### config.mk
export PLATFORM = sky130hd
export DESIGN_NAME = calendar_date_advance
export DESIGN_NICKNAME = d
export VERILOG_FILES = /design/src/rtl/cda_pkg.sv /design/src/rtl/cda_ctrl.sv /design/src/rtl/cda_datapath.sv /design/src/rtl/calendar_date_advance.sv
export SDC_FILE = /design/constraint.sdc
export NUM_CORES = 1
export LEC_CHECK = 0
export BUFFER_PORTS_ARGS = -buffer_cell sky130_fd_sc_hd__buf_2
export CAP_MARGIN = 30
export CORE_MARGIN = 3
export CORE_UTILIZATION = 36
export DETAILED_ROUTE_END_ITERATION = 10
export GPL_ROUTABILITY_DRIVEN = 0
export MAX_ROUTING_LAYER = met4
export PLACE_DENSITY_LB_ADDON = 0.2
export SLEW_MARGIN = 10
export SYNTH_ARGS = -nofsm -noshare
export SYNTH_HDL_FRONTEND = slang
export SYNTH_HIERARCHICAL = 1
export SYNTH_SLANG_ARGS = --single-unit
### constraint.sdc
create_clock -name i_clk -period 4.31 [get_ports i_clk]
set_input_delay 1.0775 -clock i_clk [delete_from_list [all_inputs] [get_ports i_clk]]
set_output_delay 1.0775 -clock i_clk [all_outputs]
set_load 0.03 [all_outputs]
### src/rtl/cda_pkg.sv
`default_nettype none

package cda_pkg;

    localparam int MONTH_W    = 4;
    localparam int DAY_W      = 5;
    localparam int YEAR_W     = 12;
    localparam int COUNT_W    = 16;
    localparam int STATUS_W   = 3;
    localparam int YMOD_W     = 7;
    localparam int CMOD_W     = 2;

    localparam int COUNT_BITS_DEF = 16;

    localparam logic [YEAR_W-1:0]  YEAR_MIN   = 12'd1900;
    localparam logic [YEAR_W-1:0]  YEAR_MAX   = 12'd2100;
    localparam logic [YEAR_W-1:0]  YEAR_LIMIT = 12'd4095;
    localparam logic [YEAR_W-1:0]  CENTURY    = 12'd100;
    localparam logic [YMOD_W-1:0]  YMOD_LAST  = 7'd99;
    // Century count of the lowest loadable year, modulo four.
    localparam logic [CMOD_W-1:0]  CMOD_BASE  = 2'd3;
    localparam logic [MONTH_W-1:0] MONTH_JAN  = 4'd1;
    localparam logic [MONTH_W-1:0] MONTH_FEB  = 4'd2;
    localparam logic [MONTH_W-1:0] MONTH_DEC  = 4'd12;
    localparam logic [DAY_W-1:0]   DAY_FIRST  = 5'd1;
    localparam logic [DAY_W-1:0]   DAY_LEAP   = 5'd29;

    localparam logic KIND_LOAD    = 1'b0;
    localparam logic KIND_ADVANCE = 1'b1;

    typedef enum logic [STATUS_W-1:0] {
        ST_OK        = 3'd0,
        ST_BAD_MONTH = 3'd1,
        ST_BAD_YEAR  = 3'd2,
        ST_BAD_DAY   = 3'd3,
        ST_OVERFLOW  = 3'd4
    } t_status;

    typedef struct packed {
        logic capture;
        logic load;
        logic step;
        logic finish;
    } t_cmd;

    typedef struct packed {
        logic count_zero;
        logic at_limit;
    } t_stat;

    localparam logic [DAY_W-1:0] MONTH_LEN [16] = '{
        5'd0, 5'd31, 5'd28, 5'd31, 5'd30, 5'd31, 5'd30, 5'd31,
        5'd31, 5'd30, 5'd31, 5'd30, 5'd31, 5'd0, 5'd0, 5'd0
    };

    // A year is leap when it is a multiple of four and either not a century
    // year or a century year whose century count is a multiple of four.
    function automatic logic is_leap(input logic [1:0] year_low,
                                     input logic [YMOD_W-1:0] ymod,
                                     input logic [CMOD_W-1:0] cmod);
        is_leap = (year_low == 2'd0) && ((ymod != '0) || (cmod == '0));
    endfunction

    function automatic logic [DAY_W-1:0] days_in(input logic [MONTH_W-1:0] month,
                                                 input logic leap);
        if (month == MONTH_FEB && leap) begin
            days_in = DAY_LEAP;
        end else begin
            days_in = MONTH_LEN[month];
        end
    endfunction

endpackage

`default_nettype wire

### src/rtl/cda_ctrl.sv
`default_nettype none

module cda_ctrl (
    input  wire logic          i_clk,
    input  wire logic          i_rst_n,
    input  wire logic          start,
    input  wire logic          i_kind,
    input  wire cda_pkg::t_stat i_stat,
    output logic               busy,
    output cda_pkg::t_cmd      o_cmd
);
    import cda_pkg::*;

    typedef enum logic [2:0] {
        S_IDLE = 3'b001,
        S_LOAD = 3'b010,
        S_ADV  = 3'b100
    } t_state;

    t_state r_state;
    t_state n_state;

    always_comb begin
        n_state = r_state;
        o_cmd   = '0;
        unique case (r_state)
            S_IDLE: begin
                if (start) begin
                    o_cmd.capture = 1'b1;
                    n_state = (i_kind == KIND_ADVANCE) ? S_ADV : S_LOAD;
                end
            end
            S_LOAD: begin
                o_cmd.load = 1'b1;
                n_state = S_IDLE;
            end
            S_ADV: begin
                if (i_stat.count_zero || i_stat.at_limit) begin
                    o_cmd.finish = 1'b1;
                    n_state = S_IDLE;
                end else begin
                    o_cmd.step = 1'b1;
                end
            end
            default: begin
                n_state = S_IDLE;
            end
        endcase
    end

    always_ff @(posedge i_clk) begin
        if (!i_rst_n) begin
            r_state <= S_IDLE;
        end else begin
            r_state <= n_state;
        end
    end

    assign busy = (r_state != S_IDLE);

endmodule

`default_nettype wire

### src/rtl/cda_datapath.sv
`default_nettype none

module cda_datapath #(
    parameter int COUNT_BITS = cda_pkg::COUNT_BITS_DEF
) (
    input  wire logic                            i_clk,
    input  wire logic                            i_rst_n,
    input  wire cda_pkg::t_cmd                   i_cmd,
    output cda_pkg::t_stat                       o_stat,
    input  wire logic [cda_pkg::MONTH_W-1:0]     i_month_in,
    input  wire logic [cda_pkg::DAY_W-1:0]       i_day_in,
    input  wire logic [cda_pkg::YEAR_W-1:0]      i_year_in,
    input  wire logic [cda_pkg::COUNT_W-1:0]     i_day_count,
    output logic                                 o_valid,
    output logic [cda_pkg::MONTH_W-1:0]          o_out_month,
    output logic [cda_pkg::DAY_W-1:0]            o_out_day,
    output logic [cda_pkg::YEAR_W-1:0]           o_out_year,
    output logic [cda_pkg::STATUS_W-1:0]         o_status
);
    import cda_pkg::*;

    localparam int CntW = (COUNT_BITS < COUNT_W) ? COUNT_BITS : COUNT_W;

    logic [MONTH_W-1:0]  r_month, n_month;
    logic [DAY_W-1:0]    r_day, n_day;
    logic [YEAR_W-1:0]   r_year, n_year;
    logic [YMOD_W-1:0]   r_ymod, n_ymod;
    logic [CMOD_W-1:0]   r_cmod, n_cmod;
    logic                r_valid, n_valid;

    logic [MONTH_W-1:0]  r_lm, n_lm;
    logic [DAY_W-1:0]    r_ld, n_ld;
    logic [YEAR_W-1:0]   r_ly, n_ly;
    logic [CntW-1:0]     r_cnt, n_cnt;
    logic [MONTH_W-1:0]  r_o_month, n_o_month;
    logic [DAY_W-1:0]    r_o_day, n_o_day;
    logic [YEAR_W-1:0]   r_o_year, n_o_year;
    t_status             r_o_status, n_o_status;

    logic [YEAR_W-1:0]   ld_off;
    logic [YMOD_W-1:0]   ld_ymod;
    logic [CMOD_W-1:0]   ld_cmod;
    logic                ld_leap;
    logic [DAY_W-1:0]    ld_dim;
    t_status             ld_status;
    logic                cur_leap;
    logic [DAY_W-1:0]    cur_dim;
    logic                month_end;

    // The loadable years span at most three centuries from the lowest one.
    always_comb begin
        ld_off = r_ly - YEAR_MIN;
        if (ld_off < CENTURY) begin
            ld_ymod = ld_off[YMOD_W-1:0];
            ld_cmod = CMOD_BASE;
        end else if (ld_off < (CENTURY << 1)) begin
            ld_ymod = YMOD_W'(ld_off - CENTURY);
            ld_cmod = CMOD_BASE + 2'd1;
        end else begin
            ld_ymod = YMOD_W'(ld_off - (CENTURY << 1));
            ld_cmod = CMOD_BASE + 2'd2;
        end
        ld_leap = is_leap(r_ly[1:0], ld_ymod, ld_cmod);
        ld_dim  = days_in(r_lm, ld_leap);
        priority if (r_lm == '0 || r_lm > MONTH_DEC) begin
            ld_status = ST_BAD_MONTH;
        end else if (r_ly < YEAR_MIN || r_ly > YEAR_MAX) begin
            ld_status = ST_BAD_YEAR;
        end else if (r_ld == '0 || r_ld > ld_dim) begin
            ld_status = ST_BAD_DAY;
        end else begin
            ld_status = ST_OK;
        end
    end

    assign cur_leap  = is_leap(r_year[1:0], r_ymod, r_cmod);
    assign cur_dim   = days_in(r_month, cur_leap);
    assign month_end = (r_day >= cur_dim);

    assign o_stat.count_zero = (r_cnt == '0);
    assign o_stat.at_limit   = month_end && (r_month >= MONTH_DEC) && (r_year == YEAR_LIMIT);

    always_comb begin
        n_month    = r_month;
        n_day      = r_day;
        n_year     = r_year;
        n_ymod     = r_ymod;
        n_cmod     = r_cmod;
        n_valid    = 1'b0;
        n_lm       = r_lm;
        n_ld       = r_ld;
        n_ly       = r_ly;
        n_cnt      = r_cnt;
        n_o_month  = r_o_month;
        n_o_day    = r_o_day;
        n_o_year   = r_o_year;
        n_o_status = r_o_status;

        if (i_cmd.capture) begin
            n_lm  = i_month_in;
            n_ld  = i_day_in;
            n_ly  = i_year_in;
            n_cnt = i_day_count[CntW-1:0];
        end

        if (i_cmd.load) begin
            n_valid    = 1'b1;
            n_o_status = ld_status;
            if (ld_status == ST_OK) begin
                n_month   = r_lm;
                n_day     = r_ld;
                n_year    = r_ly;
                n_ymod    = ld_ymod;
                n_cmod    = ld_cmod;
                n_o_month = r_lm;
                n_o_day   = r_ld;
                n_o_year  = r_ly;
            end else begin
                n_o_month = r_month;
                n_o_day   = r_day;
                n_o_year  = r_year;
            end
        end

        if (i_cmd.step) begin
            n_cnt = r_cnt - CntW'(1);
            priority if (!month_end) begin
                n_day = r_day + DAY_W'(1);
            end else if (r_month < MONTH_DEC) begin
                n_month = r_month + MONTH_W'(1);
                n_day   = DAY_FIRST;
            end else begin
                n_year  = r_year + YEAR_W'(1);
                n_month = MONTH_JAN;
                n_day   = DAY_FIRST;
                if (r_ymod == YMOD_LAST) begin
                    n_ymod = '0;
                    n_cmod = r_cmod + CMOD_W'(1);
                end else begin
                    n_ymod = r_ymod + YMOD_W'(1);
                end
            end
        end

        if (i_cmd.finish) begin
            n_valid    = 1'b1;
            n_o_month  = r_month;
            n_o_day    = r_day;
            n_o_year   = r_year;
            n_o_status = (r_cnt != '0) ? ST_OVERFLOW : ST_OK;
        end
    end

    always_ff @(posedge i_clk) begin
        if (!i_rst_n) begin
            r_month <= MONTH_JAN;
            r_day   <= DAY_FIRST;
            r_year  <= YEAR_MIN;
            r_ymod  <= '0;
            r_cmod  <= CMOD_BASE;
            r_valid <= 1'b0;
        end else begin
            r_month <= n_month;
            r_day   <= n_day;
            r_year  <= n_year;
            r_ymod  <= n_ymod;
            r_cmod  <= n_cmod;
            r_valid <= n_valid;
        end
    end

    always_ff @(posedge i_clk) begin
        r_lm       <= n_lm;
        r_ld       <= n_ld;
        r_ly       <= n_ly;
        r_cnt      <= n_cnt;
        r_o_month  <= n_o_month;
        r_o_day    <= n_o_day;
        r_o_year   <= n_o_year;
        r_o_status <= n_o_status;
    end

    assign o_valid     = r_valid;
    assign o_out_month = r_o_month;
    assign o_out_day   = r_o_day;
    assign o_out_year  = r_o_year;
    assign o_status    = r_o_status;

endmodule

`default_nettype wire

### src/rtl/calendar_date_advance.sv
`default_nettype none

// Holds a Gregorian date and either loads a checked new date or advances the
// held date by a number of days. An item is taken when start is high while
// busy is low; its single result beat appears on the output ports for one
// cycle with o_valid high and must be taken then, since the receiver cannot
// stall the block. A load is captured, then checked in the load state, and
// its result beat is registered from there. An advance by N days moves the
// date one day per cycle through a single day-step unit; a count that would
// run past the last day of year 4095 ends there early with the overflow status.
// The next item can be accepted in the same cycle that a result beat is shown.

module calendar_date_advance #(
    parameter int COUNT_BITS = cda_pkg::COUNT_BITS_DEF
) (
    input  wire logic                            i_clk,
    input  wire logic                            i_rst_n,
    input  wire logic                            start,
    output logic                                 busy,
    input  wire logic                            i_kind,
    input  wire logic [cda_pkg::MONTH_W-1:0]     i_month_in,
    input  wire logic [cda_pkg::DAY_W-1:0]       i_day_in,
    input  wire logic [cda_pkg::YEAR_W-1:0]      i_year_in,
    input  wire logic [cda_pkg::COUNT_W-1:0]     i_day_count,
    output logic                                 o_valid,
    output logic [cda_pkg::MONTH_W-1:0]          o_out_month,
    output logic [cda_pkg::DAY_W-1:0]            o_out_day,
    output logic [cda_pkg::YEAR_W-1:0]           o_out_year,
    output logic [cda_pkg::STATUS_W-1:0]         o_status
);
    import cda_pkg::*;

    t_cmd  cmd;
    t_stat stat;

    cda_ctrl u_ctrl (
        .i_clk   (i_clk),
        .i_rst_n (i_rst_n),
        .start   (start),
        .i_kind  (i_kind),
        .i_stat  (stat),
        .busy    (busy),
        .o_cmd   (cmd)
    );

    cda_datapath #(
        .COUNT_BITS (COUNT_BITS)
    ) u_datapath (
        .i_clk       (i_clk),
        .i_rst_n     (i_rst_n),
        .i_cmd       (cmd),
        .o_stat      (stat),
        .i_month_in  (i_month_in),
        .i_day_in    (i_day_in),
        .i_year_in   (i_year_in),
        .i_day_count (i_day_count),
        .o_valid     (o_valid),
        .o_out_month (o_out_month),
        .o_out_day   (o_out_day),
        .o_out_year  (o_out_year),
        .o_status    (o_status)
    );

endmodule

`default_nettype wire

== Word level (Yosys, flattened, before mapping) ==
Memories as Yosys holds them, arrays and structs flattened.
Index checks and enable logic that the tools add are counted.

* Add/subtract/negate cells: 9
* Order comparisons: 11
* Eq/ne operators: 10
* Muxes and demuxes: 61
* Bitwise gates (word level): 2
* Reduce and logical (&&, ||, !) cells: 27

{| class="wikitable"
|+ Operators by type and width
! cell !! number
|-
| $mux 12 || 7
|-
| $mux 7 || 8
|-
| $mux 5 || 11
|-
| $mux 16 || 2
|-
| $mux 4 || 7
|-
| $mux 3 || 8
|-
| $mux 2 || 9
|-
| $logic_not 16->1 || 1
|-
| $reduce_bool 16->1 || 1
|-
| $sub 16x1->16 const B || 1
|-
| $reduce_bool 7->1 || 2
|-
| $sub 7x7->7 const B || 2
|-
| $add 12x1->12 const B || 1
|-
| $eq 12x12->1 const B || 1
|-
| $gt 12x12->1 const B || 1
|-
| $lt 12x11->1 const B || 1
|-
| $lt 12x7->1 const B || 1
|-
| $lt 12x8->1 const B || 1
|-
| $sub 12x11->12 const B || 1
|-
| $ge 5x5->1 const B || 2
|-
| $not 4->5 || 2
|-
| $eq 4x2->1 const B || 2
|-
| $logic_not 2->1 || 4
|-
| $mux 1 || 8
|-
| other kinds (24) || 36
|}

* Bits in registers: 95
* ROM bits: 160
* Memories kept: 2

{| class="wikitable"
|+ Memory list
! name !! depth !! width !! rd ports !! clocked after memory_dff !! wr ports !! RTL line !! RTL
|-
| (no name shown) || 16 || 5 || 1 || 0 || 0 || cda_pkg.sv:69 || <nowiki>days_in = MONTH_LEN[month];</nowiki>
|-
| (no name shown) || 16 || 5 || 1 || 0 || 0 || cda_pkg.sv:69 ||
|}

== Logic depth before layout (Yosys ltp) ==
* Depth in word-level cells: 21
* Depth in mapped cells: 21

== Hierarchy ==
The synthesis kept the hierarchy.

{| class="wikitable"
|+ Modules (own cells, without submodules)
! module !! instances !! cells an instance !! area each (sq um) !! seq. area each (sq um)
|-
| cda_datapath || 1 || 570 || 5282.6 || 2452.4
|-
| cda_ctrl || 1 || 16 || 158.9 || 60.1
|}

== Worst setup path before layout ==
Ideal clock, no wire load.

* Path type: reg2reg
* From: register u_datapath.r_month[0]
* To: register u_datapath.r_year[6]
* Arrival: 4108 ps
* Setup slack: 82 ps
* Cell stages (with the launch flop): 20
* Buffers on the path: 1
* Period minus slack after synthesis: 4228 ps
* Path through: dfxtp_1 -> inv_1 -> ha_1 -> nand2b_1 -> or2_2 -> a21boi_0 -> ha_1 -> a21o_1 -> a31oi_1 -> o21bai_1 -> a21oi_1 -> nor4b_1 -> nor3_1 -> clkbuf_1 -> nand3_1 -> o21ai_0 -> nand2_1 -> o21ai_0 -> a31oi_1 -> a211o_1

{| class="wikitable"
|+ RTL lines
! item !! RTL line !! RTL
|-
| from (decl) || cda_datapath.sv:24 || <nowiki>logic [MONTH_W-1:0] r_month, n_month;</nowiki>
|-
| from (signal assigned) || cda_datapath.sv:163 || <nowiki>r_month <= n_month;</nowiki>
|-
| to (signal assigned) || cda_datapath.sv:165 || <nowiki>r_year <= n_year;</nowiki>
|-
| to (decl) || cda_datapath.sv:26 || <nowiki>logic [YEAR_W-1:0] r_year, n_year;</nowiki>
|}

== Worst setup path in the final report ==
* From: register u_datapath.r_ly[4]
* To: register u_datapath.r_year[11]

* Longest elaborated chain between the ends: 20
* Elaborated cells on any way between the ends: 29
* Classes of those cells: add/sub: 3; order compare: 5; mux: 13; reduce/logical: 8

{| class="wikitable"
|+ Ends and longest elaborated chain
! item !! RTL line !! RTL
|-
| from (decl) || cda_datapath.sv:33 || <nowiki>logic [YEAR_W-1:0] r_ly, n_ly;</nowiki>
|-
| from (signal assigned) || cda_datapath.sv:175 || <nowiki>r_ly <= n_ly;</nowiki>
|-
| $sub 12x11->12 || cda_datapath.sv:52 || <nowiki>ld_off = r_ly - YEAR_MIN;</nowiki>
|-
| $lt 12x8->1 (tied with other cells) || cda_datapath.sv:56 || <nowiki>end else if (ld_off < (CENTURY << 1)) begin</nowiki>
|-
| $mux 7 / $mux 1 (equally long branches) || cda_datapath.sv:56 ||
|-
| $mux 7 / $mux 2 (equally long branches) || cda_datapath.sv:53 || <nowiki>if (ld_off < CENTURY) begin</nowiki>
|-
| $reduce_bool 7->1 / $logic_not 2->1 (equally long branches) || cda_pkg.sv:61 || <nowiki>is_leap = (year_low == 2'd0) && ((ymod != '0) || (cmod == '0));</nowiki>
|-
| $logic_or 1x1->1 || cda_pkg.sv:61 ||
|-
| $logic_and 1x1->1 || cda_pkg.sv:61 ||
|-
| $logic_and 1x1->1 || cda_pkg.sv:66 || <nowiki>if (month == MONTH_FEB && leap) begin</nowiki>
|-
| [... 4 more ...] || - ||
|-
| $mux 3 * || cda_datapath.sv:67 || <nowiki>end else if (r_ly < YEAR_MIN || r_ly > YEAR_MAX) begin</nowiki>
|-
| $mux 3 * || cda_datapath.sv:65 || <nowiki>priority if (r_lm == '0 || r_lm > MONTH_DEC) begin</nowiki>
|-
| $logic_not 3->1 * || cda_datapath.sv:109 || <nowiki>if (ld_status == ST_OK) begin</nowiki>
|-
| $mux 12 * || cda_datapath.sv:109 ||
|-
| $mux 12 * || cda_datapath.sv:106 || <nowiki>if (i_cmd.load) begin</nowiki>
|-
| $mux 12 || cda_datapath.sv:129 || <nowiki>end else if (r_month < MONTH_DEC) begin</nowiki>
|-
| $mux 12 || cda_datapath.sv:127 || <nowiki>priority if (!month_end) begin</nowiki>
|-
| $mux 12 * || cda_datapath.sv:125 || <nowiki>if (i_cmd.step) begin</nowiki>
|}

Mark *: on every way between the ends. The rest lies on a longest branch, timed or not.
A chain may end at the register's enable or synchronous reset.

==> flow_metrics.env <==
export IMPL_syn_nets=651
export IMPL_fin_crit_ps=4126
export IMPL_cpMostUsedCell="buf_4"
export IMPL_grt_ovfl_total=0
export IMPL_regArea_mm2=0.002512
export IMPL_finalNonFillerCells=899
export IMPL_cts_inserted_buffers=9
export IMPL_drt_wl_total_um=14440
export IMPL_cpLargestDelayFamily="compound AO/OA/AOI/OAI gates"
export IMPL_layout_commonest_cell="nand2_1"
export IMPL_drv_slew=0
export IMPL_fin_setup_tns_ps=0
export IMPL_synth_cell_types=69
export IMPL_syn2layout_area_growth_pct=27.16
export IMPL_yosysTopAreaCellShare_pct=33.66
export IMPL_arrival_ps=4370
export IMPL_ys_seq_area_share_pct=46.17
export IMPL_end_kind="flop"
export IMPL_synth_edff_count=61
export IMPL_avgViaCountPerCell=5.473
export IMPL_grt_pass1_vias=4659
export IMPL_io_pins=67
export IMPL_cts_tree="built"
export IMPL_period_share_pct=95.73
export IMPL_clk_latency_ps=360
export IMPL_fmax_mhz=242.4
export IMPL_track_usage_pct=18.20
export IMPL_antenna_found_initial=0
export IMPL_path_clk_slew_ps=70
export IMPL_core_area_mm2=0.01464
export IMPL_worst_pin_slew_ps=620.5
export IMPL_max_stage_delay_ps=480
export IMPL_pre_cts_ws_ps=-161.1
export IMPL_start_util_pct=37.16
export IMPL_cts_htree_levels=3
export IMPL_dr_pass1_iters=6
export IMPL_cts_path_max_buffers=2
export IMPL_synth_area_mux_share_pct=1.334
export IMPL_clock_root_buffer="clkbuf_16"
export IMPL_startpoint_type="flop"
export IMPL_fp_row_count=44
export IMPL_p_per_area_mw_per_mm2=307.3
export IMPL_p_leak_nw=2.784
export IMPL_dp_hpwl_um=10480
export IMPL_drc=0
export IMPL_synth_area_mm2=0.005441
export IMPL_synth_top_cells_by_area="edfxtp_1 34%, dfxtp_1 13%, ha_1 5.5%"
export IMPL_most_common_layout_cells="75 x nand2_1, 66 x buf_2, 66 x buf_4"
export IMPL_cpMaxStageDelayCell="edfxtp_1"
export IMPL_dieArea_mm2=0.01663
export IMPL_setup_viol=0
export IMPL_nFillCells=1394
export IMPL_peakVddDrop_v=0.0001657
export IMPL_hold_violations=0
export IMPL_yosysWarningCount=6
export IMPL_multi_input_area_mm2=0.002849
export IMPL_crit_buf_inv=3
export IMPL_synth_main_ff_cell="edfxtp_1"
export IMPL_fin_util_pct=47.25
export IMPL_yosysTopAreaCell="edfxtp_1"
export IMPL_wl_per_cell_um=16.06
export IMPL_total_power_mw=2.126
export IMPL_synth_compound_area_share_pct=18.03
export IMPL_drt_iter0_drc=364
export IMPL_place_area_mm2=0.006411
export IMPL_required_ps=4550
export IMPL_ant_nets=0
export IMPL_clkSinkCount=95
export IMPL_whs_ps=516.9
export IMPL_stdcell_area_mm2=0.006919
export IMPL_synth_top_family_by_area="simple AND/OR/NAND/NOR gates"
export IMPL_num_nets_final=775
export IMPL_grt_pass1_wl_um=23270
export IMPL_skew_ps=10.61
export IMPL_syn_area_per_cell_um2=9.286
export IMPL_relSlewSlack_pct=58.20
export IMPL_drive_above_1_share_pct=27.41
export IMPL_grt_max_degree=42
export IMPL_die_w_um=128.9
export IMPL_placed_cells=873
export IMPL_hp_class="reg -> reg"
export IMPL_cp_max_fo=8
export IMPL_antennaDiodeCount=0
export IMPL_yosys_area_share_simple_pct=21.98
export IMPL_route_vias_total=4920
export IMPL_synth_xor_area_share_pct=3.219
export IMPL_setup_ws_ps=183.9
export IMPL_critical_path_class="reg -> reg"
export IMPL_path_cells="buf_6 > nand2b_1 > o32a_1 > o2111ai_4 > o21ai_4 > mux2i_2 > a2111oi_2 > a22oi_1 > ha_1 > nand2_1 > o2111ai_1 > a21boi_1 > nand4b_1 > buf_4 > nor3_1 > buf_4 > and2_1 > o31a_1"
export IMPL_port_buffers=66
export IMPL_status="completed"
export IMPL_synth_fa_ha_area_share_pct=5.519
export IMPL_maxCapViolCount=0
export IMPL_synth_seq_cells=95
export IMPL_ys_async_sr_fraction_pct=0
export IMPL_die_h_um=128.9
export IMPL_syn_inst=586
[cells by family (layout without fill, tap and decap cells)]
family	count (synthesis)	after routing
xor+xnor	20	20
simple gates	234	234
compound gates	152	152
mux	7	7
flops	95	95
buf+inv	54	183
fa+ha+maj	24	24
[layer usage]
layer | global-route usage, % | wire length (um) | part of all wire, % | vias to the layer above
met1 | 25.08 | 6894 | 48 | 2330
li1 | - | - | - | 2404
met3 | 2.740 | 718 | 5.0 | 28
met2 | 27.32 | 6534 | 45 | 158
met5 | - | 0 | 0 | -
met4 | 6.424 | 291 | 2.0 | 0
[power by group]
part           internal [mW]  total, mW  switching [mW]
Combinational          0.112      0.254           0.142
Sequential              1.01       1.04          0.0367
Clock                  0.457      0.830           0.373
Total                   1.58       2.13           0.551
[worst register-to-register path, stage by stage, from the launching register on]
cell	delay (ps)
edfxtp_1	480
buf_6	190
nand2b_1	140
o32a_1	420
o2111ai_4	250
o21ai_4	140
mux2i_2	180
a2111oi_2	340
a22oi_1	160
ha_1	290
nand2_1	70
o2111ai_1	120
a21boi_1	220
nand4b_1	180
buf_4	140
nor3_1	40
buf_4	160
and2_1	200
o31a_1	280
[synth_stat cells (4+ instances only)]
| cell | instances |
|---|---|
| a211oi_1 | 7 |
| o211ai_1 | 4 |
| o21ai_0 | 36 |
| mux2i_1 | 5 |
| dfxtp_1 | 34 |
| nand4_1 | 5 |
| nand2b_1 | 10 |
| edfxtp_1 | 61 |
| a21oi_1 | 37 |
| clkbuf_1 | 20 |
| nand2_1 | 77 |
| nor3b_1 | 5 |
| or2_2 | 5 |
| ha_1 | 24 |
| nand3_1 | 25 |
| inv_1 | 30 |
| and2_1 | 6 |
| o31ai_1 | 8 |
| a311oi_1 | 6 |
| nor3_1 | 10 |
| a31oi_1 | 14 |
| nor2_1 | 49 |
| or3_1 | 6 |
| xnor2_1 | 13 |
| a21o_1 | 6 |
| and3_1 | 8 |
| xor2_1 | 7 |
[layout make-up]
cell class                 count  area share [%]
sequential                    95           36.31
timing repair buffer         137           13.13
multi-input combinational    437           41.18
clock buffer                   9           3.255
inverter                      30           1.627
clock inverter                 7           1.175
tap                          184           3.327
[sequential cells by signal, summed over array words and instances, names as in the netlist, 5 cells and up]
| signal | cells |
|---|---|
| u_datapath/r_year | 12 |
| u_datapath/r_cnt | 16 |
| u_datapath/r_ymod | 7 |
| u_datapath/o_out_year | 12 |
| u_datapath/o_out_day | 5 |
| u_datapath/r_ly | 12 |
| u_datapath/r_ld | 5 |
| u_datapath/r_day | 5 |
[what timing repair did]
| item | 4_1_cts | 5_1_grt |
|---|---|---|
| endpoints found under the hold margin | 0 | 0 |
| buffers inserted | 2 | 8 |
| hold buffers | 0 | 0 |
| pin swaps | 0 | 11 |
| setup endpoints to repair | 40 | 67 |
| resized for setup | 1 | 31 |
[final timing paths]
check,start,to,slack (ps),cells past startpoint
max reg2reg,u_datapath/r_ly[4],u_datapath/r_year[11],180,18
max,u_datapath/r_ly[4],u_datapath/r_year[11],180,18
min,u_datapath/r_year[4],u_datapath/r_year[4],520,2
min reg2reg,u_datapath/r_year[4],u_datapath/r_year[4],520,2
Note: power is estimated with default switching activity, not from simulation.
